$ cat src/sv/pid_step_four_variant_core_macros.svh
// Assertion macros shared by the PID step core modules.
// Included by the modules that carry concurrent assertions; depends on nothing.
`ifndef PID_STEP_FOUR_VARIANT_CORE_MACROS_SVH
`define PID_STEP_FOUR_VARIANT_CORE_MACROS_SVH

// Same-cycle implication, checked at every rising clock edge outside reset.
`define PID4V_IMPLIES(label, clk, rst, ante, cons, msg) \
  label: assert property (@(posedge clk) disable iff (rst) (ante) |-> (cons)) \
    else $error(msg);

// Next-cycle implication, checked at every rising clock edge outside reset.
`define PID4V_IMPLIES_NEXT(label, clk, rst, ante, cons, msg) \
  label: assert property (@(posedge clk) disable iff (rst) (ante) |=> (cons)) \
    else $error(msg);

`endif

$ cat src/sv/pid4v_pkg.sv
// Shared types, register codes and fixed-point constants of the PID step core.
// Used by every module of the core; depends on nothing.
`default_nettype none

package pid4v_pkg;

  // Configuration port geometry.
  localparam int CFG_INDEX_W = 3;
  localparam int CFG_DATA_W  = 24;

  // Register indexes on the configuration port.
  localparam logic [CFG_INDEX_W-1:0] REG_MODE     = 3'd0;
  localparam logic [CFG_INDEX_W-1:0] REG_GAIN_P   = 3'd1;
  localparam logic [CFG_INDEX_W-1:0] REG_GAIN_I   = 3'd2;
  localparam logic [CFG_INDEX_W-1:0] REG_GAIN_D   = 3'd3;
  localparam logic [CFG_INDEX_W-1:0] REG_SETPOINT = 3'd4;

  typedef enum logic [1:0] {
    MODE_PLAIN    = 2'd0,
    MODE_SPEED    = 2'd1,
    MODE_TURN     = 2'd2,
    MODE_STRAIGHT = 2'd3
  } mode_t;

  typedef struct packed {
    mode_t              mode;
    logic signed [23:0] gain_p;
    logic signed [23:0] gain_i;
    logic signed [23:0] gain_d;
    logic signed [23:0] setpoint;
  } cfg_t;

  // Error constants, Q16.8.
  localparam logic signed [24:0] DEADBAND     = 25'sd128;
  localparam logic signed [25:0] HALF_TURN    = 26'sd46080;
  localparam logic signed [25:0] HALF_TURN_P1 = 26'sd46081;
  localparam logic signed [25:0] TURN_358     = 26'sd91648;
  localparam logic signed [26:0] SMALL_ERR    = 27'sd2560;

  // One full turn of 360 is 45 * 2^11 LSB; the quotient by 45 uses a reciprocal
  // of 2^20 / 45 rounded up, exact for dividends below 2^13.
  localparam logic [13:0] TURN_360_UNITS = 14'd45;
  localparam logic [14:0] RECIP_45       = 15'd23302;

  // Integral limits, Q31.8.
  localparam logic signed [39:0] SAT40_MAX  = 40'sh7F_FFFF_FFFF;
  localparam logic signed [39:0] SAT40_MIN  = 40'sh80_0000_0000;
  localparam logic signed [39:0] ILIM_WIDE  = 40'sd256000;
  localparam logic signed [39:0] ILIM_SMALL = 40'sd12800;

  // Output rounding and limits.
  localparam logic signed [63:0] ROUND_HALF = 64'sd2048;
  localparam logic signed [63:0] DRIVE_MAX  = 64'sh0000_0000_7FFF_FFFF;
  localparam logic signed [63:0] DRIVE_MIN  = 64'shFFFF_FFFF_8000_0000;
  localparam logic signed [31:0] OUT_LIM3   = 32'sd512000;

  // Error after the first two stages.
  typedef struct packed {
    logic signed [24:0] err;
    logic               gt;
    logic               lt;
    logic [7:0]         quot;
  } wrap_item_t;

  // Conditioned error handed to the integrator.
  typedef struct packed {
    logic signed [24:0] err;
    logic               clr;
    logic               err_small;
    logic               wrapped;
  } err_item_t;

  // Operands of the gain products.
  typedef struct packed {
    logic signed [24:0] err;
    logic signed [25:0] diff;
    logic signed [39:0] integ;
  } acc_item_t;

  // Partial products.
  typedef struct packed {
    logic signed [48:0] p;
    logic signed [49:0] d;
    logic signed [44:0] ilo;
    logic signed [43:0] ihi;
  } prod_t;

  // Two partial sums; their total is the Q.20 accumulator plus the rounding half.
  typedef struct packed {
    logic signed [63:0] s1;
    logic signed [63:0] s2;
  } sum_item_t;

endpackage

`default_nettype wire

$ cat src/sv/pid4v_prep.sv
// Error conditioning stages: error subtraction, wrap quotient, per-mode conditioning.
// Depends on pid4v_pkg and the core's assertion macro header.
`default_nettype none
`include "pid_step_four_variant_core_macros.svh"

module pid4v_prep (
  input  logic                  clk,
  input  logic                  rst,
  input  pid4v_pkg::cfg_t       cfg,
  input  logic                  in_valid,
  output logic                  in_ready,
  input  logic signed [23:0]    in_meas,
  output logic                  out_valid,
  input  logic                  out_ready,
  output pid4v_pkg::err_item_t  out_item
);

  logic a_valid, b_valid, c_valid;
  logic a_ready, b_ready, c_ready;
  logic signed [24:0] a_err;
  pid4v_pkg::wrap_item_t b_item, b_next;
  pid4v_pkg::err_item_t c_item, c_next;

  logic signed [25:0] a_ext, t_above, t_below;
  logic [23:0] t_sel;
  logic [27:0] quot_prod;

  logic [8:0] k;
  logic [13:0] span_units;
  logic signed [26:0] b_ext, span, e_wrap360;
  logic signed [25:0] e_wrap358;

  assign c_ready  = !c_valid || out_ready;
  assign b_ready  = !b_valid || c_ready;
  assign a_ready  = !a_valid || b_ready;
  assign in_ready = a_ready;

  // Quotient of the excess over half a turn by a full turn of 360.
  always_comb begin
    a_ext   = 26'(a_err);
    t_above = a_ext - pid4v_pkg::HALF_TURN_P1;
    t_below = -pid4v_pkg::HALF_TURN_P1 - a_ext;
    b_next.err = a_err;
    b_next.gt  = a_ext > pid4v_pkg::HALF_TURN;
    b_next.lt  = a_ext < -pid4v_pkg::HALF_TURN;
    t_sel      = b_next.gt ? t_above[23:0] : t_below[23:0];
    quot_prod  = 28'(t_sel[23:11]) * 28'(pid4v_pkg::RECIP_45);
    b_next.quot = quot_prod[27:20];
  end

  always_comb begin
    k          = 9'(b_item.quot) + 9'd1;
    span_units = 14'(k) * pid4v_pkg::TURN_360_UNITS;
    span       = 27'({span_units, 11'b0});
    b_ext      = 27'(b_item.err);
    e_wrap360  = b_item.gt ? b_ext - span : (b_item.lt ? b_ext + span : b_ext);
    e_wrap358  = b_item.gt ? 26'(b_item.err) - pid4v_pkg::TURN_358 :
                 (b_item.lt ? 26'(b_item.err) + pid4v_pkg::TURN_358 : 26'(b_item.err));
    c_next = '0;
    unique case (cfg.mode)
      pid4v_pkg::MODE_PLAIN: begin
        c_next.err = b_item.err;
      end
      pid4v_pkg::MODE_SPEED: begin
        if (b_item.err < pid4v_pkg::DEADBAND && b_item.err > -pid4v_pkg::DEADBAND) begin
          c_next.err = '0;
        end else begin
          c_next.err = b_item.err;
        end
      end
      pid4v_pkg::MODE_TURN: begin
        // A value still a full turn out after one wrap drops the error and the integral.
        if (e_wrap358 >= pid4v_pkg::TURN_358 || e_wrap358 <= -pid4v_pkg::TURN_358) begin
          c_next.err = '0;
          c_next.clr = 1'b1;
        end else begin
          c_next.err = e_wrap358[24:0];
        end
      end
      pid4v_pkg::MODE_STRAIGHT: begin
        c_next.err       = e_wrap360[24:0];
        c_next.wrapped   = 1'b1;
        c_next.err_small = e_wrap360 < pid4v_pkg::SMALL_ERR &&
                           e_wrap360 > -pid4v_pkg::SMALL_ERR;
      end
    endcase
  end

  always_ff @(posedge clk) begin
    if (rst) begin
      a_valid <= 1'b0;
      b_valid <= 1'b0;
      c_valid <= 1'b0;
    end else begin
      if (a_ready) begin
        a_valid <= in_valid;
      end
      if (b_ready) begin
        b_valid <= a_valid;
      end
      if (c_ready) begin
        c_valid <= b_valid;
      end
    end
    if (a_ready && in_valid) begin
      a_err <= 25'(cfg.setpoint) - 25'(in_meas);
    end
    if (b_ready && a_valid) begin
      b_item <= b_next;
    end
    if (c_ready && b_valid) begin
      c_item <= c_next;
    end
  end

  assign out_valid = c_valid;
  assign out_item  = c_item;

  // A wrapped error always lands within half a turn, both ends included.
  `PID4V_IMPLIES(a_wrap_range, clk, rst, c_valid && c_item.wrapped, c_item.err <= pid4v_pkg::HALF_TURN && c_item.err >= -pid4v_pkg::HALF_TURN, "wrapped error outside half a turn")

endmodule

`default_nettype wire

$ cat config.mk
export PLATFORM = sky130hd
export DESIGN_NAME = pid4v_prep
export DESIGN_NICKNAME = d
export VERILOG_FILES = /design/src/sv/pid4v_pkg.sv /design/src/sv/pid4v_prep.sv
export VERILOG_INCLUDE_DIRS = /design/src /design/src/sv
export SDC_FILE = /design/constraint.sdc
export NUM_CORES = 1
export LEC_CHECK = 0
export BUFFER_PORTS_ARGS = -buffer_cell sky130_fd_sc_hd__clkbuf_2
export CORE_MARGIN = 2
export CORE_UTILIZATION = 56
export CTS_CLUSTER_DIAMETER = 30
export DETAILED_ROUTE_END_ITERATION = 12
export PLACE_DENSITY_LB_ADDON = 0.12
export SYNTH_ARGS = -nofsm -noshare
export SYNTH_HDL_FRONTEND = slang
export SYNTH_SLANG_ARGS = --single-unit
$ cat constraint.sdc
create_clock -name clk -period 15.2 [get_ports clk]
set_input_delay 3.04 -clock clk [delete_from_list [all_inputs] [get_ports clk]]
set_output_delay 3.04 -clock clk [all_outputs]
set_load 0.02 [all_outputs]
* Word-level counts from Yosys, hierarchy flattened
Cells that the tools add are included.
** Operators by class
- Add/sub/neg operators :: 8
- Multiplexer cells :: 10
- Multiply operators :: 2
- Equality and inequality tests :: 3
- $lt $le $gt $ge :: 8
- Reductions and logical operators :: 13
** Operator list (count)
- 25-bit case mux with 4 select lines :: 1
- 27-bit two-way mux :: 2
- 26-bit two-way mux :: 2
- 25-bit two-way mux :: 2
- 25-bit by 26-bit adder with 27-bit output :: 1
- 27-bit by 13-bit > comparator with 1-bit output, second input constant :: 1
- 27-bit by 13-bit < comparator with 1-bit output, second input constant :: 1
- 13-bit by 14-bit multiplier with 27-bit output, second input constant :: 1
- 25-bit by 26-bit subtractor with 27-bit output :: 1
- 25-bit by 18-bit adder with 26-bit output, second input constant :: 1
- 26-bit by 18-bit greater-or-equal comparator with 1-bit output, second input constant :: 1
- 26-bit by 18-bit <= comparator with 1-bit output, second input constant :: 1
- 25-bit by 18-bit subtractor with 26-bit output, second input constant :: 1
- 25-bit by 17-bit > comparator with 1-bit output, second input constant :: 1
- 25-bit by 8-bit > comparator with 1-bit output, second input constant :: 1
- 25-bit by 17-bit < comparator with 1-bit output, second input constant :: 1
- 25-bit by 9-bit < comparator with 1-bit output, second input constant :: 1
- 24-bit by 24-bit subtractor with 25-bit output :: 1
- 24-bit two-way mux :: 1
- 17-bit by 24-bit subtractor with 24-bit output, first input constant :: 1
- 24-bit by 17-bit subtractor with 24-bit output, second input constant :: 1
- 9-bit by 6-bit multiplier with 14-bit output, second input constant :: 1
- 8-bit by 1-bit adder with 9-bit output, second input constant :: 1
- 1-bit logical AND :: 5
- other kinds (6) :: 13
** Word-level totals
- Flip-flop bits (word level) :: 91
- Logic and storage cells :: 56

* Logic depth before layout (Yosys ltp)
- Depth in word-level cells :: 7
- Depth in mapped cells :: 31
- Gate-level depth less buffers :: 29

* Worst setup path before layout
No wires, ideal clock.
- Kind :: register to register
- From :: register a_err[12]
- To :: register b_item[7] in the netlist's numbering, data pin
- Arrival time :: 6.612 ns
- Stages on the path, launching flop included :: 32
- Setup slack :: 8.330 ns
- Path buffers :: 2
- Data required time :: 14.942 ns
- Cells stage by stage :: edfxtp_1 -> clkbuf_1 -> and4b_1 -> nor2b_1 -> o21ai_0 -> nand2_1 -> o21ai_0 -> a41oi_2 -> clkbuf_1 -> nand2_1 -> o21ai_0 -> xor2_1 -> ha_1 -> inv_1 -> fa_1 -> inv_1 -> ha_1 -> inv_1 -> fa_1 -> inv_1 -> fa_1 -> ha_1 -> a21o_1 -> a21o_1 -> a21oi_1 -> o21ai_0 -> a21oi_1 -> o21ai_1 -> or4_1 -> a31o_2 -> a21oi_1 -> xnor2_1
** RTL lines
- start, declared :: RTL line pid4v_prep.sv:20 : logic signed [24:0] a_err;
- start signal, assigned :: RTL line pid4v_prep.sv:106 : a_err <= 25'(cfg.setpoint) - 25'(in_meas);
- end signal, assigned :: RTL line pid4v_prep.sv:109 : b_item <= b_next;
- end, declared :: RTL line pid4v_prep.sv:21 : pid4v_pkg::wrap_item_t b_item, b_next;

==> impl_metrics.csv <==
group,metric,value,unit
status,status,"complete, no violations",
die,die_height,146,um
critical_path,start_kind,"flop",
finish,finalNonFillerCells,1553,
route,dr.pass1.iters,5,
yosys,syn-cell-area,11200,um2
critical_path,r2r_setup_slack,7.23,ns
sta,worst_pin_slew,1.06,ns
critical_path,rr_startpoint,"a_err[14]",
critical_path,rr_worst_depth,29,
yosys,seq_area_frac_synth,24.1,%
critical_path,r2r-end,"b_item[7]",
route,num_vias,8677,
clock_tree,cts-resized-gates,0,
critical_path,crit_path_start,"a_err[14]",
yosys,synth_cell_type_count,91,
yosys,ys_ff_latch,91,
critical_path,crit_path_end,"b_item[7]",
finish,drive_above_1_share,10.9,%
sta,maxSlewHeadroom,29.2,%
sta,slew_violations,0,
clock_tree,cts_sinks,91,
sta,clock.fmax,126,MHz
route,drtAntennaViolNets,0,
critical_path,cp_data_arrival_time,8.06,ns
critical_path,crit_path_end_kind,"flop",
place,portBuffers,83,
clock_tree,cts_setup_buffers,0,
place,gp_congestion,0.909,
yosys,yosys_most_used_dff,"edfxtp_1",
hold_path,hold_class,"flop to flop",
route,drt_iter0_drc,507,
sta,finalSetupViolCount,0,
clock_tree,ctsHtreeMaxLevel,3,
finish,area_growth,8.00,%
finish,mostFrequentLayoutCells,"inv_1 (186), ha_1 (165), edfxtp_1 (88)",
sta,tns,0,ns
route,finalWirelength,23.2,mm
critical_path,path_class,"flop to flop",
sta,hold_viol,0,
place,dp_hpwl,18.9,mm
die,start_util,57.3,%
finish,antenna_cells,0,
clock_tree,clk-insertion-delay-late,0.35,ns
critical_path,cp_max_fo,18,
finish,nets,1630,
yosys,synth_warnings,0,
sta,min_period,7.97,ns
clock_tree,cts_hold_buf,0,
global_route,gr-total-overflow,0,
yosys,synth_edf_count,88,
global_route,grt_pass1_vias,8565,
job,cap_violations,0,
yosys,syn_nets,1572,
clock_tree,clkTransAtPathRegs,0.07,ns
die,io_pins,156,
critical_path,crit_slowest_cell,"a41oi_2",
sta,period_share,52.4,%
sta,rsz0062_at_grt,"no",
die,rows,51,
clock_tree,cts_root_buf,"clkbuf_16",
die,core_area,19600,um2
die,die-area,21200,um2
route,routedWlPerCell,15.0,um
place,placed_cells,1537,
critical_path,slowest_delay,0.71,ns
yosys,syn_inst,1225,
clock_tree,cts_buffers,9,
yosys,synth.avg_cell_area,9.16,um2
critical_path,cp_common_cell,"inv_1",
finish,layout_commonest_cell,"inv_1",
sta,skew,0.0167,ns
route,viasPerCell,5.59,
global_route,grt_pass1_wl,40.6,mm
critical_path,required,15.29,ns
yosys,synth_async_sr_flop_share,0,%
route,drc,0,
global_route,track_usage,22.7,%
clock_tree,clock_path_buffers,2,
global_route,antenna_found_initial,0,
clock_tree,cts_tree,"yes",
die,die_x,146,um
global_route,grt_max_degree,46,
## sequential cells by signal (all words and copies together) (netlist names)
name,count
a_err,25
a_valid,1
b_ext,25
b_item,10
b_valid,1
out_item,28
out_valid,1
## cell usage after synthesis, types with 13 or more instances
cell,number,area share [%]
o21a_1,13,0.87
nor2_1,67,2.2
nand2b_1,19,1.1
fa_1,56,10
edfxtp_1,88,24
o211ai_1,14,0.94
o21ai_0,41,1.8
xnor2_1,62,4.8
nor2b_1,16,0.89
nor3_1,25,1.1
inv_1,186,6.2
nand2_1,69,2.3
o21ai_1,13,0.58
a21oi_1,68,3.0
ha_1,165,18
and2_1,14,0.78
a21o_1,13,0.87
nand4_1,13,0.72
clkbuf_1,22,0.74
nand3_1,32,1.4
xor2_1,25,2.0
## worst min path at each step
stage | startpoint | end | slack [ns] | cells after the start
2_1_floorplan | a_err[12] | b_ext[12] | 0.42 | 0
3_3_place_gp | a_err[5] | b_ext[5] | 0.43 | 0
3_5_place_dp | a_err[4] | b_ext[4] | 0.44 | 0
4_1_cts | a_err[3] | b_ext[3] | 0.46 | 0
5_1_grt | a_err[1] | b_ext[1] | 0.47 | 0
6_report | a_err[3] | b_ext[3] | 0.45 | 0
## final cells by class
cell class                      instances  area [um2]
Fill cell                            1738        7470
Timing Repair Buffer                   87         445
Sequential cell                        91        2700
Clock inverter                          7        78.8
Multi-Input combinational cell        906        7630
Inverter                              188         706
Clock buffer                            9         225
Tap cell                              265         332
## worst max-delay path: cells and delay by family (launching register included)
kind	cells	cell delay, ns
DFF	1	0.51
adders and majority gates	6	2.32
AOI/OAI and AO/OA	12	2.80
buffers and inverters	5	0.47
and+or+nand+nor	4	1.05
xor gates and xnor gates	2	0.54
## through the flow
stage	hold slack (ns)	utilization [%]	setup WS, ns	cell area, um2
after detailed placement	0.437	60.3	7.31	11800
final	0.454	61.9	7.23	12100
after CTS	0.456	61.9	7.22	12100
after floorplan	0.424	-	8.33	11200
after global placement	0.435	60.3	7.37	11800
after global routing	0.470	61.9	6.53	12100
## logic make-up after synthesis
family                     count (synthesis)  synth area share [%]
AOI/OAI and AO/OA                        273                  17.1
xor gates and xnor gates                  87                  6.79
adders and majority gates                221                  28.4
buffers and inverters                    228                  8.09
DFF                                       91                  24.1
muxes                                     12                  1.21
and+or+nand+nor                          313                  14.4
## routing by layer
metal  share of wire (%)  track usage, %
met5                   0               0
met1                  47            31.1
met3                 3.7            1.79
met2                  48            38.8
met4                 1.7            6.76
Power is not shown: default switching activity piles up to over one toggle a cycle in this logic, so the estimate is an artifact.
