===== src/sv/pid_step_four_variant_core_macros.svh =====
// Assertion macros shared by the PID step core modules.
// Included by the modules that carry concurrent assertions; depends on nothing.
`ifndef PID_STEP_FOUR_VARIANT_CORE_MACROS_SVH
`define PID_STEP_FOUR_VARIANT_CORE_MACROS_SVH

// Same-cycle implication, checked at every rising clock edge outside reset.
`define PID4V_IMPLIES(label, clk, rst, ante, cons, msg) \
  label: assert property (@(posedge clk) disable iff (rst) (ante) |-> (cons)) \
    else $error(msg);

// Next-cycle implication, checked at every rising clock edge outside reset.
`define PID4V_IMPLIES_NEXT(label, clk, rst, ante, cons, msg) \
  label: assert property (@(posedge clk) disable iff (rst) (ante) |=> (cons)) \
    else $error(msg);

`endif


===== src/sv/pid4v_pkg.sv =====
// Shared types, register codes and fixed-point constants of the PID step core.
// Used by every module of the core; depends on nothing.
`default_nettype none

package pid4v_pkg;

  // Configuration port geometry.
  localparam int CFG_INDEX_W = 3;
  localparam int CFG_DATA_W  = 24;

  // Register indexes on the configuration port.
  localparam logic [CFG_INDEX_W-1:0] REG_MODE     = 3'd0;
  localparam logic [CFG_INDEX_W-1:0] REG_GAIN_P   = 3'd1;
  localparam logic [CFG_INDEX_W-1:0] REG_GAIN_I   = 3'd2;
  localparam logic [CFG_INDEX_W-1:0] REG_GAIN_D   = 3'd3;
  localparam logic [CFG_INDEX_W-1:0] REG_SETPOINT = 3'd4;

  typedef enum logic [1:0] {
    MODE_PLAIN    = 2'd0,
    MODE_SPEED    = 2'd1,
    MODE_TURN     = 2'd2,
    MODE_STRAIGHT = 2'd3
  } mode_t;

  typedef struct packed {
    mode_t              mode;
    logic signed [23:0] gain_p;
    logic signed [23:0] gain_i;
    logic signed [23:0] gain_d;
    logic signed [23:0] setpoint;
  } cfg_t;

  // Error constants, Q16.8.
  localparam logic signed [24:0] DEADBAND     = 25'sd128;
  localparam logic signed [25:0] HALF_TURN    = 26'sd46080;
  localparam logic signed [25:0] HALF_TURN_P1 = 26'sd46081;
  localparam logic signed [25:0] TURN_358     = 26'sd91648;
  localparam logic signed [26:0] SMALL_ERR    = 27'sd2560;

  // One full turn of 360 is 45 * 2^11 LSB; the quotient by 45 uses a reciprocal
  // of 2^20 / 45 rounded up, exact for dividends below 2^13.
  localparam logic [13:0] TURN_360_UNITS = 14'd45;
  localparam logic [14:0] RECIP_45       = 15'd23302;

  // Integral limits, Q31.8.
  localparam logic signed [39:0] SAT40_MAX  = 40'sh7F_FFFF_FFFF;
  localparam logic signed [39:0] SAT40_MIN  = 40'sh80_0000_0000;
  localparam logic signed [39:0] ILIM_WIDE  = 40'sd256000;
  localparam logic signed [39:0] ILIM_SMALL = 40'sd12800;

  // Output rounding and limits.
  localparam logic signed [63:0] ROUND_HALF = 64'sd2048;
  localparam logic signed [63:0] DRIVE_MAX  = 64'sh0000_0000_7FFF_FFFF;
  localparam logic signed [63:0] DRIVE_MIN  = 64'shFFFF_FFFF_8000_0000;
  localparam logic signed [31:0] OUT_LIM3   = 32'sd512000;

  // Error after the first two stages.
  typedef struct packed {
    logic signed [24:0] err;
    logic               gt;
    logic               lt;
    logic [7:0]         quot;
  } wrap_item_t;

  // Conditioned error handed to the integrator.
  typedef struct packed {
    logic signed [24:0] err;
    logic               clr;
    logic               err_small;
    logic               wrapped;
  } err_item_t;

  // Operands of the gain products.
  typedef struct packed {
    logic signed [24:0] err;
    logic signed [25:0] diff;
    logic signed [39:0] integ;
  } acc_item_t;

  // Partial products.
  typedef struct packed {
    logic signed [48:0] p;
    logic signed [49:0] d;
    logic signed [44:0] ilo;
    logic signed [43:0] ihi;
  } prod_t;

  // Two partial sums; their total is the Q.20 accumulator plus the rounding half.
  typedef struct packed {
    logic signed [63:0] s1;
    logic signed [63:0] s2;
  } sum_item_t;

endpackage

`default_nettype wire


===== src/sv/pid4v_integ.sv =====
// Integrator stage: holds the running integral and the previous error.
// Depends on pid4v_pkg and the core's assertion macro header.
`default_nettype none
`include "pid_step_four_variant_core_macros.svh"

module pid4v_integ (
  input  logic                  clk,
  input  logic                  rst,
  input  pid4v_pkg::cfg_t       cfg,
  input  logic                  in_valid,
  output logic                  in_ready,
  input  pid4v_pkg::err_item_t  in_item,
  output logic                  out_valid,
  input  logic                  out_ready,
  output pid4v_pkg::acc_item_t  out_item
);

  logic signed [39:0] integral_sum, integ_next;
  logic signed [24:0] previous_error;
  logic signed [40:0] base, sum;
  logic d_valid, upd;
  pid4v_pkg::acc_item_t d_item, d_next;

  assign in_ready = !d_valid || out_ready;
  assign upd      = in_valid && in_ready;

  always_comb begin
    base = in_item.clr ? '0 : 41'(integral_sum);
    sum  = base + 41'(in_item.err);
    unique case (cfg.mode)
      pid4v_pkg::MODE_PLAIN: begin
        if (sum > pid4v_pkg::SAT40_MAX) begin
          integ_next = pid4v_pkg::SAT40_MAX;
        end else if (sum < pid4v_pkg::SAT40_MIN) begin
          integ_next = pid4v_pkg::SAT40_MIN;
        end else begin
          integ_next = sum[39:0];
        end
      end
      pid4v_pkg::MODE_SPEED, pid4v_pkg::MODE_TURN: begin
        if (sum > pid4v_pkg::ILIM_WIDE) begin
          integ_next = pid4v_pkg::ILIM_WIDE;
        end else if (sum < -pid4v_pkg::ILIM_WIDE) begin
          integ_next = -pid4v_pkg::ILIM_WIDE;
        end else begin
          integ_next = sum[39:0];
        end
      end
      pid4v_pkg::MODE_STRAIGHT: begin
        // Integrate only near the target; a large error clears the integral.
        if (!in_item.err_small) begin
          integ_next = '0;
        end else if (sum > pid4v_pkg::ILIM_SMALL) begin
          integ_next = pid4v_pkg::ILIM_SMALL;
        end else if (sum < -pid4v_pkg::ILIM_SMALL) begin
          integ_next = -pid4v_pkg::ILIM_SMALL;
        end else begin
          integ_next = sum[39:0];
        end
      end
    endcase
    d_next.err   = in_item.err;
    d_next.diff  = 26'(in_item.err) - 26'(previous_error);
    d_next.integ = integ_next;
  end

  always_ff @(posedge clk) begin
    if (rst) begin
      d_valid        <= 1'b0;
      integral_sum   <= '0;
      previous_error <= '0;
    end else begin
      if (in_ready) begin
        d_valid <= in_valid;
      end
      if (upd) begin
        integral_sum   <= integ_next;
        previous_error <= in_item.err;
      end
    end
    if (upd) begin
      d_item <= d_next;
    end
  end

  assign out_valid = d_valid;
  assign out_item  = d_item;

  // The state moves only once per word, when the word enters this stage.
  `PID4V_IMPLIES_NEXT(a_state_hold, clk, rst, !upd, $stable(integral_sum) && $stable(previous_error), "state changed without a word passing")
  `PID4V_IMPLIES_NEXT(a_integ_small, clk, rst, upd && cfg.mode == pid4v_pkg::MODE_STRAIGHT, integral_sum <= pid4v_pkg::ILIM_SMALL && integral_sum >= -pid4v_pkg::ILIM_SMALL, "straight integral beyond its limit")
  `PID4V_IMPLIES_NEXT(a_integ_wide, clk, rst, upd && (cfg.mode == pid4v_pkg::MODE_SPEED || cfg.mode == pid4v_pkg::MODE_TURN), integral_sum <= pid4v_pkg::ILIM_WIDE && integral_sum >= -pid4v_pkg::ILIM_WIDE, "clamped integral beyond its limit")

endmodule

`default_nettype wire


===== config.mk =====
export PLATFORM = sky130hd
export DESIGN_NAME = pid4v_integ
export DESIGN_NICKNAME = d
export VERILOG_FILES = /design/src/sv/pid4v_pkg.sv /design/src/sv/pid4v_integ.sv
export VERILOG_INCLUDE_DIRS = /design/src /design/src/sv
export SDC_FILE = /design/constraint.sdc
export NUM_CORES = 1
export LEC_CHECK = 0
export ABC_AREA = 0
export BUFFER_PORTS_ARGS = -buffer_cell sky130_fd_sc_hd__buf_4
export CAP_MARGIN = 20
export CORE_MARGIN = 10
export CORE_UTILIZATION = 51
export DETAILED_ROUTE_END_ITERATION = 10
export MAX_ROUTING_LAYER = met4
export PLACE_DENSITY = 0.75
export SLEW_MARGIN = 20
export SYNTH_ARGS = -nofsm -noshare
export SYNTH_HDL_FRONTEND = slang
export SYNTH_SLANG_ARGS = --single-unit

===== constraint.sdc =====
create_clock -name clk -period 13.56 [get_ports clk]
set_clock_uncertainty 0.15 [all_clocks]
set_input_delay 0.678 -clock clk [delete_from_list [all_inputs] [get_ports clk]]
set_output_delay 0.678 -clock clk [all_outputs]
set_load 0.03 [all_outputs]

After elaboration in Yosys (flattened, before gate mapping)
Index checks and enable logic that the tools add are counted.
{"block": "classes", "addsub": 2, "order_cmp": 6, "n_eq_ne": 3, "muxes": 9, "n_reduce_logical": 5}
{"cell": "40-bit two-way mux", "count": 7}
{"cell": "40-bit one-hot mux with 3 select lines", "count": 1}
{"cell": "41-bit by 25-bit adder with 41-bit output", "count": 1}
{"cell": "41-bit by 15-bit > comparator with 1-bit output, second input constant", "count": 1}
{"cell": "41-bit by 19-bit > comparator with 1-bit output, second input constant", "count": 1}
{"cell": "41-bit by 40-bit > comparator with 1-bit output, second input constant", "count": 1}
{"cell": "41-bit by 15-bit < comparator with 1-bit output, second input constant", "count": 1}
{"cell": "41-bit by 19-bit < comparator with 1-bit output, second input constant", "count": 1}
{"cell": "41-bit by 40-bit < comparator with 1-bit output, second input constant", "count": 1}
{"cell": "41-bit two-way mux", "count": 1}
{"cell": "25-bit by 25-bit subtractor with 26-bit output", "count": 1}
{"cell": "2-bit == test, second input constant", "count": 2}
{"cell": "2-bit by 1-bit == test with 1-bit output, second input constant", "count": 1}
{"cell": "2-bit logical NOT", "count": 1}
{"cell": "2-bit OR reduction", "count": 1}
{"cell": "1-bit logical AND", "count": 1}
{"cell": "1-bit logical NOT", "count": 1}
{"cell": "1-bit logical OR", "count": 1}
{"block": "word_totals", "register_bits": 157, "input_bits": 130, "out_inout_bits": 93, "elab_cells": 31}

Longest topological paths before layout
{"block": "depth", "word_depth": 7, "mapped_depth": 19, "ltp_nobuf": 17}

Least setup slack after synthesis
OpenSTA, ideal clock, no wires.
{"block": "synth_path", "kind": "input port to flip-flop", "from": "input port out_ready", "to": "register d_item (netlist bit out_item[0]), enable pin", "setup_time_ns": 0.491, "t_arrival_ns": 4.327, "t_required_ns": 12.919, "setup_slack_ns": 8.592, "stages": 5, "path_buffers": 2, "path_cell_list": "nand2b_1 nand2_1 inv_1 clkbuf_1 clkbuf_1"}
{"block": "synth_between", "elab_chain_len": 2}
{"item": "start, declared", "line": "pid4v_integ.sv:14", "source": "input logic out_ready,"}
{"item": "1-bit logical OR", "line": "pid4v_integ.sv:24", "source": "assign in_ready = !d_valid || out_ready;"}
{"item": "1-bit logical AND", "line": "pid4v_integ.sv:25", "source": "assign upd = in_valid && in_ready;"}
{"item": "net upd", "line": "pid4v_integ.sv:21", "source": "logic d_valid, upd;"}
{"item": "end signal, assigned", "line": "pid4v_integ.sv:82", "source": "d_item <= d_next;"}
{"item": "end, declared", "line": "pid4v_integ.sv:22", "source": "pid4v_pkg::acc_item_t d_item, d_next;"}
The timed path passes the listed nets, and every way through them passes these cells.
A chain may end at the register's enable or synchronous reset.

Worst setup path after layout
{"block": "layout_path", "from": "input port in_item[2] (netlist bit)", "to": "register integral_sum[15]"}
{"block": "layout_between", "elab_chain_len": 7, "elab_cells_between_ends": 16, "classes_between": "add/sub: 1; order compare: 6; mux: 9"}
{"item": "start, declared", "line": "pid4v_integ.sv:12", "source": "input pid4v_pkg::err_item_t in_item,"}
{"item": "41-bit two-way mux *", "line": "pid4v_integ.sv:28", "source": "base = in_item.clr ? '0 : 41'(integral_sum);"}
{"item": "41-bit by 25-bit adder with 41-bit output *", "line": "pid4v_integ.sv:29", "source": "sum = base + 41'(in_item.err);"}
{"item": "41-bit by 15-bit < comparator with 1-bit output", "line": "pid4v_integ.sv:55", "source": "end else if (sum < -pid4v_pkg::ILIM_SMALL) begin"}
{"item": "40-bit two-way mux", "line": "pid4v_integ.sv:55"}
{"item": "40-bit two-way mux", "line": "pid4v_integ.sv:53", "source": "end else if (sum > pid4v_pkg::ILIM_SMALL) begin"}
{"item": "40-bit two-way mux", "line": "pid4v_integ.sv:51", "source": "if (!in_item.err_small) begin"}
{"item": "40-bit one-hot mux with 3 select lines *", "line": "pid4v_integ.sv:30", "source": "unique case (cfg.mode)"}
{"item": "end signal, assigned", "line": "pid4v_integ.sv:77", "source": "integral_sum <= integ_next;"}
{"item": "end, declared", "line": "pid4v_integ.sv:18", "source": "logic signed [39:0] integral_sum, integ_next;"}
Mark *: on every way between the ends. The rest lies on a longest branch, timed or not.

==> impl_metrics.env <==
export IMPL_synth_compound_area_frac=0.256
export IMPL_avgSynthCellArea_um2=8.59
export IMPL_cts_root_buf="clkbuf_16"
export IMPL_grt_start_max_net_pins=78
export IMPL_cap_violations=0
export IMPL_yosysUniqueCellTypes=85
export IMPL_synth_simple_area_share=0.200
export IMPL_clock_fmax_ghz=0.178
export IMPL_vdd_drop_max_uv=88.6
export IMPL_p_seq_frac=0.380
export IMPL_cell_internal_pwr_uw=986
export IMPL_slew_headroom=0.296
export IMPL_core_area_um2=20900
export IMPL_wire_per_inst_um=19.7
export IMPL_p_clk_frac=0.331
export IMPL_routed_wl_mm=32.2
export IMPL_synthArstFlopShare=0
export IMPL_grt_pass1_wl_mm=50.8
export IMPL_p_sw_uw=519
export IMPL_die_x_um=165
export IMPL_io_buffers=125
export IMPL_clock_path_buffers=2
export IMPL_finalMaxSlewViolations=0
export IMPL_drc=0
export IMPL_holdCritPathClass="input pin to flip-flop"
export IMPL_yosysWarnings=0
export IMPL_leakagePower_uw=0.00500
export IMPL_grt_pass1_vias=9531
export IMPL_area_growth_pct=15.9
export IMPL_critical_path_arrival_ns=5.76
export IMPL_critical_path_class="input pin to flip-flop"
export IMPL_rsz0062_at_grt="no"
export IMPL_timing_final_crit_share=0.415
export IMPL_status="finished, final reports clean"
export IMPL_num_io_pins=223
export IMPL_gp_congestion=0.961
export IMPL_ctsHtreeMaxLevel=4
export IMPL_swShare=0.345
export IMPL_ys_flop_type="edfxtp_1"
export IMPL_synth_xor_area_frac=0.0390
export IMPL_num_rows=53
export IMPL_cts_tree="done"
export IMPL_hold_buffers=0
export IMPL_diodes=0
export IMPL_crit_path_max_fanout=40
export IMPL_yosysSeqAreaShare=0.376
export IMPL_postCtsSetupRepairBufs=0
export IMPL_nNetsFinal=1547
export IMPL_most_common_layout_cells="161 x a21oi_1, 131 x nand2_1, 130 x buf_4, 107 x nor2_1, 91 x edfxtp_1"
export IMPL_worstSetupEndpointType="flip-flop"
export IMPL_setup_tns_ns=0
export IMPL_die_area_um2=27400
export IMPL_grt_use_total=0.240
export IMPL_clock_latency_ns=0.43
export IMPL_start_kind="input pin"
export IMPL_cts_buffers=17
export IMPL_path_clk_slew_ns=0.07
export IMPL_worst_slew_pin_slew_ns=1.05
export IMPL_final_common_cell="a21oi_1"
export IMPL_synth_edf_count=91
export IMPL_cp_required_ns=13.69
export IMPL_grt_overflow_total=0
export IMPL_finalCriticalPeriod_ns=5.63
export IMPL_drt_initial_drc_count=713
export IMPL_cts_resized=0
export IMPL_synth_adder_area_share=0.0815
export IMPL_start_util=0.516
export IMPL_via_per_inst=6.07
export IMPL_p_comb_frac=0.289
export IMPL_cts_sinks=157
export IMPL_nFillCells=1872
export IMPL_synth_mux_area_frac=0.00511
export IMPL_antenna_left=0
export IMPL_synth_top_family_by_area="compound AO/OA/AOI/OAI gates"
export IMPL_die_h_um=165
export IMPL_setup_viol=0
export IMPL_dpl_hpwl_mm=24.5
export IMPL_ys_seq_elements=157
export IMPL_drive_gt1_frac=0.147
export IMPL_num_vias=9924
export IMPL_syn_num_nets=1454
export IMPL_syn_inst=1255
export IMPL_post_route_util=0.598
export IMPL_syn_cell_area_um2=10800
export IMPL_antenna_found_initial=0
export IMPL_firstDrtPassIters=6
export IMPL_p_per_area_nw_per_um2=120
export IMPL_hold_viol=0
flip-flops by register name (all words and copies together), names as in the netlist:
| name | flops |
|---|---|
| out_item | 91 |
| integral_sum | 40 |
| previous_error | 25 |
| out_valid | 1 |
stage by stage:
| stage | instances | setup slack (ns) | total power [uW] | instance area, um2 | hold slack, ns |
|---|---|---|---|---|---|
| detailed placement | 1603 | 7.60 | 1010 | 11900 | 0.293 |
| global route | 1636 | 7.62 | 1570 | 12500 | 0.293 |
| floorplan | 1255 | 8.59 | 881 | 10800 | 0.278 |
| global placement | 1603 | 7.55 | 1010 | 11900 | 0.287 |
| CTS | 1635 | 8.06 | 1510 | 12500 | 0.291 |
| finish | 1636 | 7.93 | 1500 | 12500 | 0.300 |
power groups by stage:
stage	logic, uW	clock network [uW]	registers (uW)
floorplan	242	0	639
global placement	425	0	581
detailed placement	429	0	582
CTS	431	505	572
global route	473	525	577
finish	435	498	572
cells by family after synthesis:
kind of cell / count (synthesis)
xor gates and xnor gates: 48
DFF: 157
buffers and inverters: 115
AOI/OAI and AO/OA: 424
adders and majority gates: 69
and+or+nand+nor: 437
muxes: 5
worst paths after layout:
path | startpoint | end | slack [ns] | depth (start not counted)
max | in_item[2] | integral_sum[15]$_SDFFE_PP0P_ | 7.93 | 15
max reg2reg | integral_sum[18]$_SDFFE_PP0P_ | integral_sum[15]$_SDFFE_PP0P_ | 8.25 | 14
min reg2reg | previous_error[12]$_SDFFE_PP0P_ | previous_error[12]$_SDFFE_PP0P_ | 0.30 | 2
min | in_item[3] | out_item[66]$_DFFE_PP_ | 0.30 | 1
final cells by class:
cell class,count,area [um2],share of cell area
multi-input combinational,983,6280,0.503
sequential,157,4050,0.324
timing repair buffer,131,991,0.0793
clock buffer,18,429,0.0343
tap,275,344,0.0275
inverter,58,220,0.0176
clock inverter,14,175,0.0140
synthesized netlist by cell type, types with 5 or more instances:
cell type | instances | area, um2
a21oi_1 | 161 | 806
nand2_1 | 131 | 492
nor2_1 | 108 | 405
edfxtp_1 | 91 | 2730
ha_1 | 67 | 838
dfxtp_1 | 66 | 1320
inv_1 | 58 | 218
o21ai_0 | 56 | 280
nor2b_1 | 46 | 288
clkbuf_1 | 40 | 150
xnor2_1 | 35 | 307
nor3_1 | 31 | 155
o31ai_1 | 28 | 210
nand3_1 | 24 | 120
a21o_1 | 20 | 150
nand4_1 | 20 | 125
o211ai_1 | 20 | 150
buf_2 | 17 | 85.1
o21ai_1 | 17 | 85.1
a31oi_1 | 16 | 100
o21a_1 | 15 | 113
a211oi_1 | 14 | 105
xor2_1 | 13 | 114
nor4_1 | 10 | 62.6
and2_1 | 9 | 56.3
and3_1 | 9 | 56.3
nand2b_1 | 9 | 56.3
or3_1 | 9 | 56.3
and4_1 | 8 | 70.1
o211a_1 | 6 | 60.1
o21bai_1 | 6 | 45.0
a311oi_1 | 5 | 43.8
routing by layer:
layer	vias up	wire, um	global-route usage
met1	4681	14000	0.301
met2	344	15200	0.389
li1	4849	-	-
met5	-	0	-
met3	50	2190	0.0399
met4	0	771	0.0758
worst max-delay path, cell delays in order:
cell and delay [ns]:
buf_4 0.40, nor2b_1 0.10, ha_1 0.48, a21oi_1 0.40, o21ai_1 0.23, nor4_1 0.34, o21ai_1 0.21, a31oi_1 0.46
xor2_1 0.52, nand2_1 0.62, nor2_1 0.59, a21oi_1 0.09, o21ai_1 0.31, a21o_1 0.26, a311oi_1 0.06
Power figures use the tool's default switching activity.
